[src/rtl/core/pcdb_pkg.sv]
// ----------------------------------------------------------------------------
// pcdb_pkg
// Shared widths, codes and control types for the par-curve discount
// factor bootstrap core.
// ----------------------------------------------------------------------------
package pcdb_pkg;

    // field widths
    localparam int YLD_W      = 23;   // par yield, unsigned Q7.16
    localparam int DF_W       = 32;   // discount factor, signed Q2.30
    localparam int TIDX_W     = 6;    // tenor index
    localparam int ST_W       = 2;    // status code
    localparam int PPY_W      = 4;    // periods per year
    localparam int FACE_W     = 16;   // face value
    localparam int CFG_IDX_W  = 1;
    localparam int CFG_DATA_W = 16;

    // datapath widths
    localparam int SUM_W    = 39;                 // running sum, signed Q.30
    localparam int MS_W     = 39;                 // magnitude of running sum
    localparam int MS_LO_W  = 20;                 // low partial product slice
    localparam int MS_HI_W  = MS_W - MS_LO_W;
    localparam int K_W      = FACE_W + PPY_W;     // face * periods
    localparam int DEN_W    = K_W + 17;           // (k << 16) + yield
    localparam int PROD_W   = YLD_W + MS_W;       // yield * |sum|
    localparam int NUM_W    = K_W + 47;           // numerator magnitude
    localparam int Q_W      = 33;                 // quotient bits developed
    localparam int QR_W     = Q_W + 1;            // rounded quotient

    // parameter defaults
    localparam int MAX_TENORS_DEF = 64;

    // status codes
    localparam logic [ST_W-1:0] ST_OK   = 2'd0;
    localparam logic [ST_W-1:0] ST_FULL = 2'd1;
    localparam logic [ST_W-1:0] ST_SAT  = 2'd2;

    // configuration register indexes
    localparam logic [CFG_IDX_W-1:0] REG_PPY  = 1'b0;
    localparam logic [CFG_IDX_W-1:0] REG_FACE = 1'b1;

    // register reset values
    localparam logic [PPY_W-1:0]  PPY_RST  = 4'd2;
    localparam logic [FACE_W-1:0] FACE_RST = 16'd100;

    // controller states
    typedef enum logic [7:0] {
        S_IDLE = 8'b0000_0001,
        S_MLO  = 8'b0000_0010,
        S_MHI  = 8'b0000_0100,
        S_NUM  = 8'b0000_1000,
        S_CHK  = 8'b0001_0000,
        S_DIV  = 8'b0010_0000,
        S_RND  = 8'b0100_0000,
        S_FIN  = 8'b1000_0000
    } t_state;

    // controller to datapath
    typedef struct packed {
        logic start;
        logic mul_lo;
        logic mul_hi;
        logic num;
        logic div_init;
        logic div_step;
        logic rnd;
        logic fin;
    } t_cmd;

    // datapath to controller
    typedef struct packed {
        logic div_last;
    } t_sts;

endpackage

[src/rtl/core/pcdb_ctrl.sv]
// ----------------------------------------------------------------------------
// pcdb_ctrl
// Sequencer for one request: multiply, form numerator, divide, round,
// then hand the result to the output register.
// ----------------------------------------------------------------------------
module pcdb_ctrl (
    input  logic            i_clk,
    input  logic            i_rst_n,
    input  logic            i_in_valid,
    input  logic            i_out_stall,
    input  pcdb_pkg::t_sts  i_sts,
    output pcdb_pkg::t_cmd  o_cmd,
    output logic            o_in_stall,
    output logic            o_out_valid
);

    pcdb_pkg::t_state r_state, n_state;
    logic             r_out_valid, n_out_valid;
    logic             out_free;

    assign out_free = !r_out_valid || !i_out_stall;

    // next state
    always_comb begin
        n_state = r_state;
        unique case (r_state)
            pcdb_pkg::S_IDLE: if (i_in_valid) n_state = pcdb_pkg::S_MLO;
            pcdb_pkg::S_MLO:  n_state = pcdb_pkg::S_MHI;
            pcdb_pkg::S_MHI:  n_state = pcdb_pkg::S_NUM;
            pcdb_pkg::S_NUM:  n_state = pcdb_pkg::S_CHK;
            pcdb_pkg::S_CHK:  n_state = pcdb_pkg::S_DIV;
            pcdb_pkg::S_DIV:  if (i_sts.div_last) n_state = pcdb_pkg::S_RND;
            pcdb_pkg::S_RND:  if (out_free) n_state = pcdb_pkg::S_FIN;
            pcdb_pkg::S_FIN:  n_state = pcdb_pkg::S_IDLE;
            default:          n_state = pcdb_pkg::S_IDLE;
        endcase
    end

    // datapath commands
    always_comb begin
        o_cmd          = '0;
        o_cmd.start    = (r_state == pcdb_pkg::S_IDLE) && i_in_valid;
        o_cmd.mul_lo   = (r_state == pcdb_pkg::S_MLO);
        o_cmd.mul_hi   = (r_state == pcdb_pkg::S_MHI);
        o_cmd.num      = (r_state == pcdb_pkg::S_NUM);
        o_cmd.div_init = (r_state == pcdb_pkg::S_CHK);
        o_cmd.div_step = (r_state == pcdb_pkg::S_DIV);
        o_cmd.rnd      = (r_state == pcdb_pkg::S_RND);
        o_cmd.fin      = (r_state == pcdb_pkg::S_FIN);
    end

    // output valid: set on finish, cleared when the result is taken
    always_comb begin
        n_out_valid = r_out_valid;
        if (r_out_valid && !i_out_stall) n_out_valid = 1'b0;
        if (r_state == pcdb_pkg::S_FIN)   n_out_valid = 1'b1;
    end

    always_ff @(posedge i_clk) begin
        if (!i_rst_n) begin
            r_state     <= pcdb_pkg::S_IDLE;
            r_out_valid <= 1'b0;
        end else begin
            r_state     <= n_state;
            r_out_valid <= n_out_valid;
        end
    end

    assign o_in_stall  = (r_state != pcdb_pkg::S_IDLE);
    assign o_out_valid = r_out_valid;

endmodule

[src/rtl/core/pcdb_dpath.sv]
// ----------------------------------------------------------------------------
// pcdb_dpath
// Configuration registers, running sum and tenor count, split multiplier,
// numerator former, restoring divider, rounding and result register.
// ----------------------------------------------------------------------------
module pcdb_dpath #(
    parameter int MAX_TENORS = pcdb_pkg::MAX_TENORS_DEF
) (
    input  logic                                   i_clk,
    input  logic                                   i_rst_n,
    input  logic                                   i_cfg_wr_en,
    input  logic [pcdb_pkg::CFG_IDX_W-1:0]         i_cfg_index,
    input  logic [pcdb_pkg::CFG_DATA_W-1:0]        i_cfg_data,
    input  logic [pcdb_pkg::YLD_W-1:0]             i_par_yield,
    input  logic                                   i_restart,
    input  pcdb_pkg::t_cmd                         i_cmd,
    output pcdb_pkg::t_sts                         o_sts,
    output logic signed [pcdb_pkg::DF_W-1:0]       o_disc_fac,
    output logic [pcdb_pkg::TIDX_W-1:0]            o_tenor_index,
    output logic [pcdb_pkg::ST_W-1:0]              o_status
);

    localparam int CNT_W  = $clog2(MAX_TENORS + 1);
    localparam int STEP_W = $clog2(pcdb_pkg::Q_W);
    localparam int YW     = pcdb_pkg::YLD_W;
    localparam int SW     = pcdb_pkg::SUM_W;
    localparam int MW     = pcdb_pkg::MS_W;
    localparam int MLW    = pcdb_pkg::MS_LO_W;
    localparam int MHW    = pcdb_pkg::MS_HI_W;
    localparam int KW     = pcdb_pkg::K_W;
    localparam int DW     = pcdb_pkg::DEN_W;
    localparam int PW     = pcdb_pkg::PROD_W;
    localparam int NW     = pcdb_pkg::NUM_W;
    localparam int QW     = pcdb_pkg::Q_W;
    localparam int QRW    = pcdb_pkg::QR_W;
    localparam int FW     = pcdb_pkg::DF_W;
    localparam int TW     = pcdb_pkg::TIDX_W;
    localparam int PPW    = pcdb_pkg::PPY_W;
    localparam int FCW    = pcdb_pkg::FACE_W;

    // configuration
    logic [PPW-1:0]          r_ppy;
    logic [FCW-1:0]          r_face;

    // state
    logic signed [SW-1:0]    r_sum;
    logic [CNT_W-1:0]        r_count;

    // per-request working registers
    logic [YW-1:0]           r_y;
    logic [KW-1:0]           r_k;
    logic [DW-1:0]           r_den;
    logic [MW-1:0]           r_ms;
    logic                    r_sneg;
    logic                    r_full;
    logic [PW-1:0]           r_prod;
    logic [NW-1:0]           r_num;
    logic                    r_aneg;
    logic                    r_big;
    logic [DW-1:0]           r_rem;
    logic [QW-1:0]           r_nlo;
    logic [QW-1:0]           r_q;
    logic [STEP_W-1:0]       r_step;
    logic [QRW-1:0]          r_qr;

    // result register
    logic signed [FW-1:0]    r_out_d;
    logic [TW-1:0]           r_out_idx;
    logic [pcdb_pkg::ST_W-1:0] r_out_st;

    // start-of-request terms
    logic signed [SW-1:0]    eff_sum;
    logic [CNT_W-1:0]        eff_cnt;
    logic [PPW-1:0]          ppy_eff;
    logic [KW-1:0]           k_val;
    logic [DW-1:0]           den_val;
    logic [MW-1:0]           ms_val;

    assign eff_sum = i_restart ? '0 : r_sum;
    assign eff_cnt = i_restart ? '0 : r_count;
    assign ppy_eff = (r_ppy == '0) ? PPW'(1) : r_ppy;
    assign k_val   = KW'(r_face) * KW'(ppy_eff);
    assign den_val = DW'({k_val, 16'd0}) + DW'(i_par_yield);
    assign ms_val  = eff_sum[SW-1] ? MW'(-eff_sum) : MW'(eff_sum);

    // partial products of yield * |sum|
    logic [YW+MLW-1:0]       pp_lo;
    logic [YW+MHW-1:0]       pp_hi;

    assign pp_lo = r_y * r_ms[MLW-1:0];
    assign pp_hi = r_y * r_ms[MW-1:MLW];

    // numerator: k*2^46 +/- yield*|sum|
    logic [NW-1:0]           a_ext;
    logic [NW-1:0]           p_ext;
    logic [NW-1:0]           n_add;
    logic [NW-1:0]           n_pos;
    logic [NW-1:0]           n_neg;
    logic                    a_lt_p;

    assign a_ext  = NW'({r_k, 46'd0});
    assign p_ext  = NW'(r_prod);
    assign n_add  = a_ext + p_ext;
    assign n_pos  = a_ext - p_ext;
    assign n_neg  = p_ext - a_ext;
    assign a_lt_p = (a_ext < p_ext);

    // divider step
    logic [DW:0]             trial;
    logic                    ge;
    logic                    round_up;

    assign trial    = {r_rem, r_nlo[QW-1]};
    assign ge       = (trial >= {1'b0, r_den});
    assign round_up = ({r_rem, 1'b0} >= {1'b0, r_den});

    assign o_sts.div_last = (r_step == STEP_W'(QW - 1));

    // final value and status
    logic signed [FW-1:0]       fin_d;
    logic [pcdb_pkg::ST_W-1:0]  fin_st;

    always_comb begin
        fin_d  = '0;
        fin_st = pcdb_pkg::ST_OK;
        if (r_full) begin
            fin_st = pcdb_pkg::ST_FULL;
        end else if (r_den == '0) begin
            fin_st = pcdb_pkg::ST_SAT;
        end else if (!r_aneg) begin
            if (r_big || (r_qr > QRW'(32'h7FFF_FFFF))) begin
                fin_d  = 32'sh7FFF_FFFF;
                fin_st = pcdb_pkg::ST_SAT;
            end else begin
                fin_d = r_qr[FW-1:0];
            end
        end else begin
            if (r_big || (r_qr > QRW'(32'h8000_0000))) begin
                fin_d  = 32'sh8000_0000;
                fin_st = pcdb_pkg::ST_SAT;
            end else begin
                fin_d = -r_qr[FW-1:0];
            end
        end
    end

    // configuration writes
    always_ff @(posedge i_clk) begin
        if (!i_rst_n) begin
            r_ppy  <= pcdb_pkg::PPY_RST;
            r_face <= pcdb_pkg::FACE_RST;
        end else if (i_cfg_wr_en) begin
            unique case (i_cfg_index)
                pcdb_pkg::REG_PPY:  r_ppy  <= i_cfg_data[PPW-1:0];
                pcdb_pkg::REG_FACE: r_face <= i_cfg_data[FCW-1:0];
                default: ;
            endcase
        end
    end

    // running sum and tenor count
    always_ff @(posedge i_clk) begin
        if (!i_rst_n) begin
            r_sum   <= '0;
            r_count <= '0;
        end else if (i_cmd.start) begin
            r_sum   <= eff_sum;
            r_count <= eff_cnt;
        end else if (i_cmd.fin && !r_full) begin
            r_sum   <= r_sum + SW'(fin_d);
            r_count <= r_count + CNT_W'(1);
        end
    end

    // working registers
    always_ff @(posedge i_clk) begin
        if (i_cmd.start) begin
            r_y    <= i_par_yield;
            r_k    <= k_val;
            r_den  <= den_val;
            r_ms   <= ms_val;
            r_sneg <= eff_sum[SW-1];
            r_full <= (eff_cnt >= CNT_W'(MAX_TENORS));
        end
        if (i_cmd.mul_lo) r_prod <= PW'(pp_lo);
        if (i_cmd.mul_hi) r_prod <= r_prod + {pp_hi, {MLW{1'b0}}};
        if (i_cmd.num) begin
            if (r_sneg) begin
                r_num  <= n_add;
                r_aneg <= 1'b0;
            end else if (a_lt_p) begin
                r_num  <= n_neg;
                r_aneg <= 1'b1;
            end else begin
                r_num  <= n_pos;
                r_aneg <= 1'b0;
            end
        end
        // upper bits checked against the divisor: at or above means |q| >= 2^33
        if (i_cmd.div_init) begin
            r_big  <= (DW'(r_num[NW-1:QW]) >= r_den);
            r_rem  <= DW'(r_num[NW-1:QW]);
            r_nlo  <= r_num[QW-1:0];
            r_q    <= '0;
            r_step <= '0;
        end
        // one quotient bit per cycle
        if (i_cmd.div_step) begin
            r_rem  <= ge ? DW'(trial - {1'b0, r_den}) : trial[DW-1:0];
            r_q    <= {r_q[QW-2:0], ge};
            r_nlo  <= {r_nlo[QW-2:0], 1'b0};
            r_step <= r_step + STEP_W'(1);
        end
        // round half away from zero on the magnitude
        if (i_cmd.rnd) r_qr <= {1'b0, r_q} + QRW'(round_up);
        if (i_cmd.fin) begin
            r_out_d   <= fin_d;
            r_out_idx <= r_full ? '0 : TW'(r_count);
            r_out_st  <= fin_st;
        end
    end

    assign o_disc_fac    = r_out_d;
    assign o_tenor_index = r_out_idx;
    assign o_status      = r_out_st;

endmodule

[src/rtl/core/par_curve_discount_bootstrap_core.sv]
// ----------------------------------------------------------------------------
// par_curve_discount_bootstrap_core
// Bootstraps discount factors d = (face - c*S)/(face + c) from par yields,
// one tenor per request, keeping the running sum S of earlier factors.
//
//   channel   direction  handshake                 payload
//   in        input      i_in_valid / o_in_stall   i_par_yield, i_restart
//   out       output     o_out_valid / i_out_stall o_disc_fac,
//                                                  o_tenor_index, o_status
//   cfg       input      i_cfg_wr_en               i_cfg_index, i_cfg_data
//
// Requests do not overlap: the next is accepted only after the last has
// finished; the restoring divider (one quotient bit per cycle) sets most of it.
// The result register holds a finished result while the next request is
// accepted; a result waits before the register only if it is still full.
// Reset (synchronous, active low) clears the sum, the count and control
// state and loads periods_per_year = 2, face_value = 100.
// ----------------------------------------------------------------------------
module par_curve_discount_bootstrap_core #(
    parameter int MAX_TENORS = pcdb_pkg::MAX_TENORS_DEF
) (
    input  logic                                 i_clk,
    input  logic                                 i_rst_n,
    input  logic                                 i_cfg_wr_en,
    input  logic [pcdb_pkg::CFG_IDX_W-1:0]       i_cfg_index,
    input  logic [pcdb_pkg::CFG_DATA_W-1:0]      i_cfg_data,
    input  logic                                 i_in_valid,
    output logic                                 o_in_stall,
    input  logic [pcdb_pkg::YLD_W-1:0]           i_par_yield,
    input  logic                                 i_restart,
    output logic                                 o_out_valid,
    input  logic                                 i_out_stall,
    output logic signed [pcdb_pkg::DF_W-1:0]     o_disc_fac,
    output logic [pcdb_pkg::TIDX_W-1:0]          o_tenor_index,
    output logic [pcdb_pkg::ST_W-1:0]            o_status
);

    pcdb_pkg::t_cmd cmd;
    pcdb_pkg::t_sts sts;

    // sequencer
    pcdb_ctrl u_ctrl (
        .i_clk       (i_clk),
        .i_rst_n     (i_rst_n),
        .i_in_valid  (i_in_valid),
        .i_out_stall (i_out_stall),
        .i_sts       (sts),
        .o_cmd       (cmd),
        .o_in_stall  (o_in_stall),
        .o_out_valid (o_out_valid)
    );

    // arithmetic and state
    pcdb_dpath #(
        .MAX_TENORS (MAX_TENORS)
    ) u_dpath (
        .i_clk         (i_clk),
        .i_rst_n       (i_rst_n),
        .i_cfg_wr_en   (i_cfg_wr_en),
        .i_cfg_index   (i_cfg_index),
        .i_cfg_data    (i_cfg_data),
        .i_par_yield   (i_par_yield),
        .i_restart     (i_restart),
        .i_cmd         (cmd),
        .o_sts         (sts),
        .o_disc_fac    (o_disc_fac),
        .o_tenor_index (o_tenor_index),
        .o_status      (o_status)
    );

    // an accepted request keeps the input side busy on the next cycle
    a_busy_after_accept: assert property (@(posedge i_clk) disable iff (!i_rst_n)
        i_in_valid && !o_in_stall |=> o_in_stall)
        else $error("input not stalled after accepting a request");

    // a new result only appears while a request is in progress
    a_result_from_work: assert property (@(posedge i_clk) disable iff (!i_rst_n)
        $rose(o_out_valid) |-> $past(o_in_stall))
        else $error("result appeared with no request in progress");

    // beyond capacity results carry a zero factor and index
    a_full_zero: assert property (@(posedge i_clk) disable iff (!i_rst_n)
        o_out_valid && (o_status == pcdb_pkg::ST_FULL)
            |-> (o_disc_fac == '0) && (o_tenor_index == '0))
        else $error("beyond-capacity result has nonzero payload");

    // only defined status codes leave the block
    a_status_code: assert property (@(posedge i_clk) disable iff (!i_rst_n)
        o_out_valid |-> (o_status == pcdb_pkg::ST_OK) || (o_status == pcdb_pkg::ST_FULL)
            || (o_status == pcdb_pkg::ST_SAT))
        else $error("undefined status code");

endmodule
[config.mk]
export PLATFORM = sky130hd
export DESIGN_NAME = par_curve_discount_bootstrap_core
export DESIGN_NICKNAME = d
export VERILOG_FILES = /design/src/rtl/core/pcdb_pkg.sv /design/src/rtl/core/pcdb_ctrl.sv /design/src/rtl/core/pcdb_dpath.sv /design/src/rtl/core/par_curve_discount_bootstrap_core.sv
export SDC_FILE = /design/constraint.sdc
export NUM_CORES = 2
export LEC_CHECK = 0
export ABC_AREA = 1
export BUFFER_PORTS_ARGS = -buffer_cell sky130_fd_sc_hd__buf_2
export CORE_MARGIN = 4
export CORE_UTILIZATION = 58
export DETAILED_ROUTE_END_ITERATION = 10
export MAX_ROUTING_LAYER = met4
export PLACE_DENSITY = 0.74
export SYNTH_ARGS = -nofsm -noshare
export SYNTH_HDL_FRONTEND = slang
export SYNTH_SLANG_ARGS = --single-unit
[constraint.sdc]
create_clock -name i_clk -period 8.72 [get_ports i_clk]
set_input_delay 0.872 -clock i_clk [delete_from_list [all_inputs] [get_ports i_clk]]
set_output_delay 0.872 -clock i_clk [all_outputs]
set_load 0.01 [all_outputs]
# Word-level counts from Yosys, hierarchy flattened
# Cells that the tools add are included.
# Widths: inputs -> output; s select.
[op_classes]
addsub = 12
mul = 3
n_div = 0
magnitude_cmp = 7
n_eq_ne = 13
shifts = 0
mux = 37
n_bitwise = 1
reduce_logical = 18
[ops]
columns = ["op", "count"]
rows = [
  ["$mux 32", 5],
  ["$mux 67", 2],
  ["$mux 33", 4],
  ["$mux 62", 2],
  ["$mux 39", 3],
  ["$mux 37", 3],
  ["$ge 38x37->1", 2],
  ["$add 66x62->67", 1],
  ["$sub 62x66->67", 1],
  ["$sub 66x62->67", 1],
  ["$lt 66x62->1", 1],
  ["$add 62x62->62", 1],
  ["$pmux 8 s7", 1],
  ["$mul 23x20->43", 1],
  ["$mul 23x19->42", 1],
  ["$add 39x32->39", 1],
  ["$neg 39->39", 1],
  ["$mux 38", 1],
  ["$add 36x23->37", 1],
  ["$ge 34x37->1", 1],
  ["$logic_not 37->1", 1],
  ["$sub 37x37->37", 1],
  ["$add 33x1->34", 1],
  ["$gt 34x31->1 const B", 1],
  ["other kinds (32)", 53],
]
[totals]
register_bits = 510
latchBits = 0
ram_bits = 0
mem_bits_ro = 0
wordCells = 117
n_memories = 0

# Logic depth before layout (Yosys ltp)
[depth]
ltp_word = 9
mapped_depth = 39

# By module
# Synthesis repeated with hierarchy kept, for this count alone.
[hier_totals]
hier_cells = 9222
area_unflattened_um2 = 68485.7
[by_module_without_submodules]
columns = ["module", "instances", "cells_each", "area_each_um2", "seq_area_each_um2"]
rows = [
  ["pcdb_dpath", 1, 9139, 67907.6, 13893.3],
  ["pcdb_ctrl", 1, 83, 578.1, 180.2],
]

# Worst setup path after synthesis
# Ideal clock, no wire load.
[synth_path]
kind = "register to register"
startpoint = "register u_ctrl.r_state[5]"
endpoint = "register u_ctrl.r_state[0]"
setup_ns = 0.265
t_arrival_ns = 7.790
path_slack_ns = 0.665
path_stages_with_launch = 9
n_path_buf = 0
synth_period_minus_slack_ns = 8.055
path_cell_list = "dfxtp_1 inv_1 nand2_1 nor2_1 inv_1 nor4_1 inv_1 nand3_1 o311ai_0"
[synth_via]
elab_chain_len = 3
elab_cells_between_ends = 12
classes_between = "10 x eq/ne; 1 x mux; 1 x reduce/logical"
[synth_rtl]
columns = ["item", "line", "rtl"]
rows = [
  ["start: declaration", "pcdb_ctrl.sv:17", "pcdb_pkg::t_state r_state, n_state;"],
  ["start signal: assignment", "pcdb_ctrl.sv:61", "r_state <= pcdb_pkg::S_IDLE;"],
  ["start signal: assignment", "pcdb_ctrl.sv:64", "r_state <= n_state;"],
  ["$eq 8x6->1 (tied with other cells)", "pcdb_ctrl.sv:26", "unique case (r_state)"],
  ["$ne 2x1->1 (no source line) / $ne 2x2->1 (equally long branches)", "-", ""],
  ["$reduce_and 3->1 (no source line)", "-", ""],
]
# Parallel ways exist; a longest one is shown, timed or not.
# A chain may end at the register's enable or synchronous reset.

==> reports/metrics.cfg <==
[setup_path]
cpPeakStageDelay_ns = 0.95
crit_top_cell = fa_1
timing.critical_path.buf_inv = 5
critPathTopFamily = adder cells
critPathRequiredTime_ns = 9.14
cpMaxStageDelayCell = edfxtp_1
crit_start = u_dpath.r_den[1]$_DFFE_PP_
cp_max_fo = 18
criticalPathCategory = reg -> reg
r2r_start = u_dpath.r_den[1]$_DFFE_PP_
setup.worst_path.start_class = register
endpoint_kind = register
crit_arrival_ns = 8.72

[global_route]
grt_pass1_vias = 60300
grt_remaining_overflow = 0
grt_max_degree = 71
grt_use_total_pct = 38.0
antenna_found_initial = 11
grt_pass1_wl_um = 349000

[detailed_routing]
drt_iter0_markers = 6053
vias = 62000
vias_per_cell = 5.72
detail-route-antenna-nets = 0
drt_first_pass_iters = 9
drc_errors = 0
routedWlPerCell_um = 21.1
wl_um = 229000

[synthesis]
synth_edf_count = 418
ys.flop_type = edfxtp_1
yosysMostFrequentCell = nand2_1
synth.largest_area_cell = fa_1
synth_area_mm2 = 0.0683
synth_seq_cells = 494
synthArstFlopShare_pct = 0
synthTopCellsByArea = fa_1, edfxtp_1, nand2_1
synth_area_per_cell_um2 = 7.38
ys_warn_count = 0
synth_top_area_share_pct = 22.4
ys_top_cells_by_count = nand2_1, inv_1, nor2_1, fa_1, ha_1
yosysUniqueCellTypes = 60
syn_nets = 10600
syn-instance-count = 9257
synth_seq_area_share_pct = 20.6

[timing]
clock.fmax_mhz = 120
min_period_ns = 8.31
rsz0062_at_grt = false
fin_hold_ws_ns = 0.368
worst_pin_slew_ns = 1.16
hold_violations = 0
relSlewSlack_pct = 22.8
final_max_slew_viol_count = 0
fin_crit_sh_pct = 95.3
setup_violations = 0
final.setup.tns_ns = 0
setup_ws_ns = 0.414
finClkSkew_ns = 0.0386

[placed_design]
port_buffers = 87
dp_hpwl_um = 187000
routabilityCongestion = 1.13
preCtsSetupSlack_ns = 0.376

[cts]
cts_tree = yes
clkTransAtPathRegs_ns = 0.08
insertion_delay_ns = 0.70
clock_path_buffers = 3
clock-sinks = 494
numCtsBuffers = 60
htreeDepth = 2
root_buffer = clkbuf_16

[floorplan]
core_area_mm2 = 0.117
design.die.area_mm2 = 0.123
std_cell_rows = 125
ios = 88
die_w_um = 351
fp.dieH_um = 351
initial_core_util_pct = 58.6

[min_path]
hp-start = i_par_yield[2]
hold_path.class = in -> reg

[cells_and_area]
fillers = 10600
fin_util_pct = 62.6
fin_nets = 10600
area_delta_synth_final_pct = 6.74
layout-drive-gt1-share_pct = 4.26

[run]
drv_cap = 0

[status]
status = complete, no violations

[metal layers]
metal,wire length (um),vias to the layer above,GRT usage [%]
met5,0,-,-
met4,10100,0,14.2
met3,20400,557,5.53
met2,104000,3029,59.0
met1,94500,29900,50.9
li1,-,28600,-
[cells by family (layout without fill, tap and decap cells)]
logic type | Yosys count | in the layout | share of synthesized area [%]
AOI/OAI and AO/OA | 1086 | 1086 | 8.87
xor gates and xnor gates | 224 | 224 | 2.87
adders and majority gates | 1283 | 1283 | 31.9
buffers and inverters | 2371 | 2429 | 13.2
DFF | 494 | 494 | 20.6
muxes | 3 | 3 | 0.0440
other | 0 | 11 | 0
and+or+nand+nor | 3796 | 3796 | 22.6
[path summary, 6_finish.rpt]
path / end / slack, ns / depth (start not counted)
worst max-delay path: u_dpath.r_prod[59]$_SDFFCE_PN0P_ / 0.41 / 28
worst min-delay path: u_dpath.r_den[2]$_DFFE_PP_ / 0.37 / 1
worst max register to register: u_dpath.r_prod[59]$_SDFFCE_PN0P_ / 0.41 / 28
worst min register to register: u_dpath.r_count[6]$_SDFFE_PN0P_ / 0.50 / 1
[layout make-up]
cell class              count  area (um2)  share of cell area [%]
clock buffers              70        1590                    2.18
repair buffers            230        1570                    2.15
diodes                     11        27.5                  0.0377
flip-flops and latches    494       14100                    19.3
inverters                2085        7830                    10.7
clock inverters            44         609                   0.836
well taps                1524        1910                    2.61
multi-input cells        6392       45300                    62.2
[layout by cell type, fill, tap and decap left out, types with 50 or more instances in the layout]
master,instances
nand3_1,336
nand2_1,2334
clkbuf_16,60
nor2_1,803
o21ai_0,380
buf_2,87
nor3_1,111
fa_1,764
xor2_1,174
inv_1,2074
dfxtp_1,76
xnor2_1,50
ha_1,519
a21oi_1,443
nand4_1,99
buf_4,136
edfxtp_1,418
[registers in the layout (all words and copies together), names as in the netlist, 7 cells and up]
| register | cells |
|---|---|
| u_dpath.r_y | 7 |
| u_dpath.r_sum | 39 |
| u_dpath.r_qr | 34 |
| u_dpath.r_rem | 37 |
| u_dpath.r_ms | 39 |
| u_dpath.r_prod | 62 |
| u_dpath.r_num | 67 |
| u_dpath.r_nlo | 33 |
| u_dpath.r_count | 7 |
| u_dpath.o_disc_fac | 32 |
| u_dpath.r_face | 16 |
| u_dpath.r_den | 37 |
| u_dpath.r_q | 33 |
| u_dpath.r_k | 20 |
| u_ctrl.r_state | 8 |
[repair_timing]
action                     4_1_cts  5_1_grt
setup endpoints to repair        0        4
setup buffers                    0       21
hold buffers                     0        0
resized for setup                0        2
[through the flow]
step / std cells / instance area (um2)
floorplan: 9257 / 68300
global placement: 10700 / 70500
detailed placement: 10700 / 70500
CTS: 10800 / 72700
global route: 10800 / 72900
finish: 10900 / 72900
Power is not shown: default switching activity piles up to over one toggle a cycle in this logic, so the estimate is an artifact.
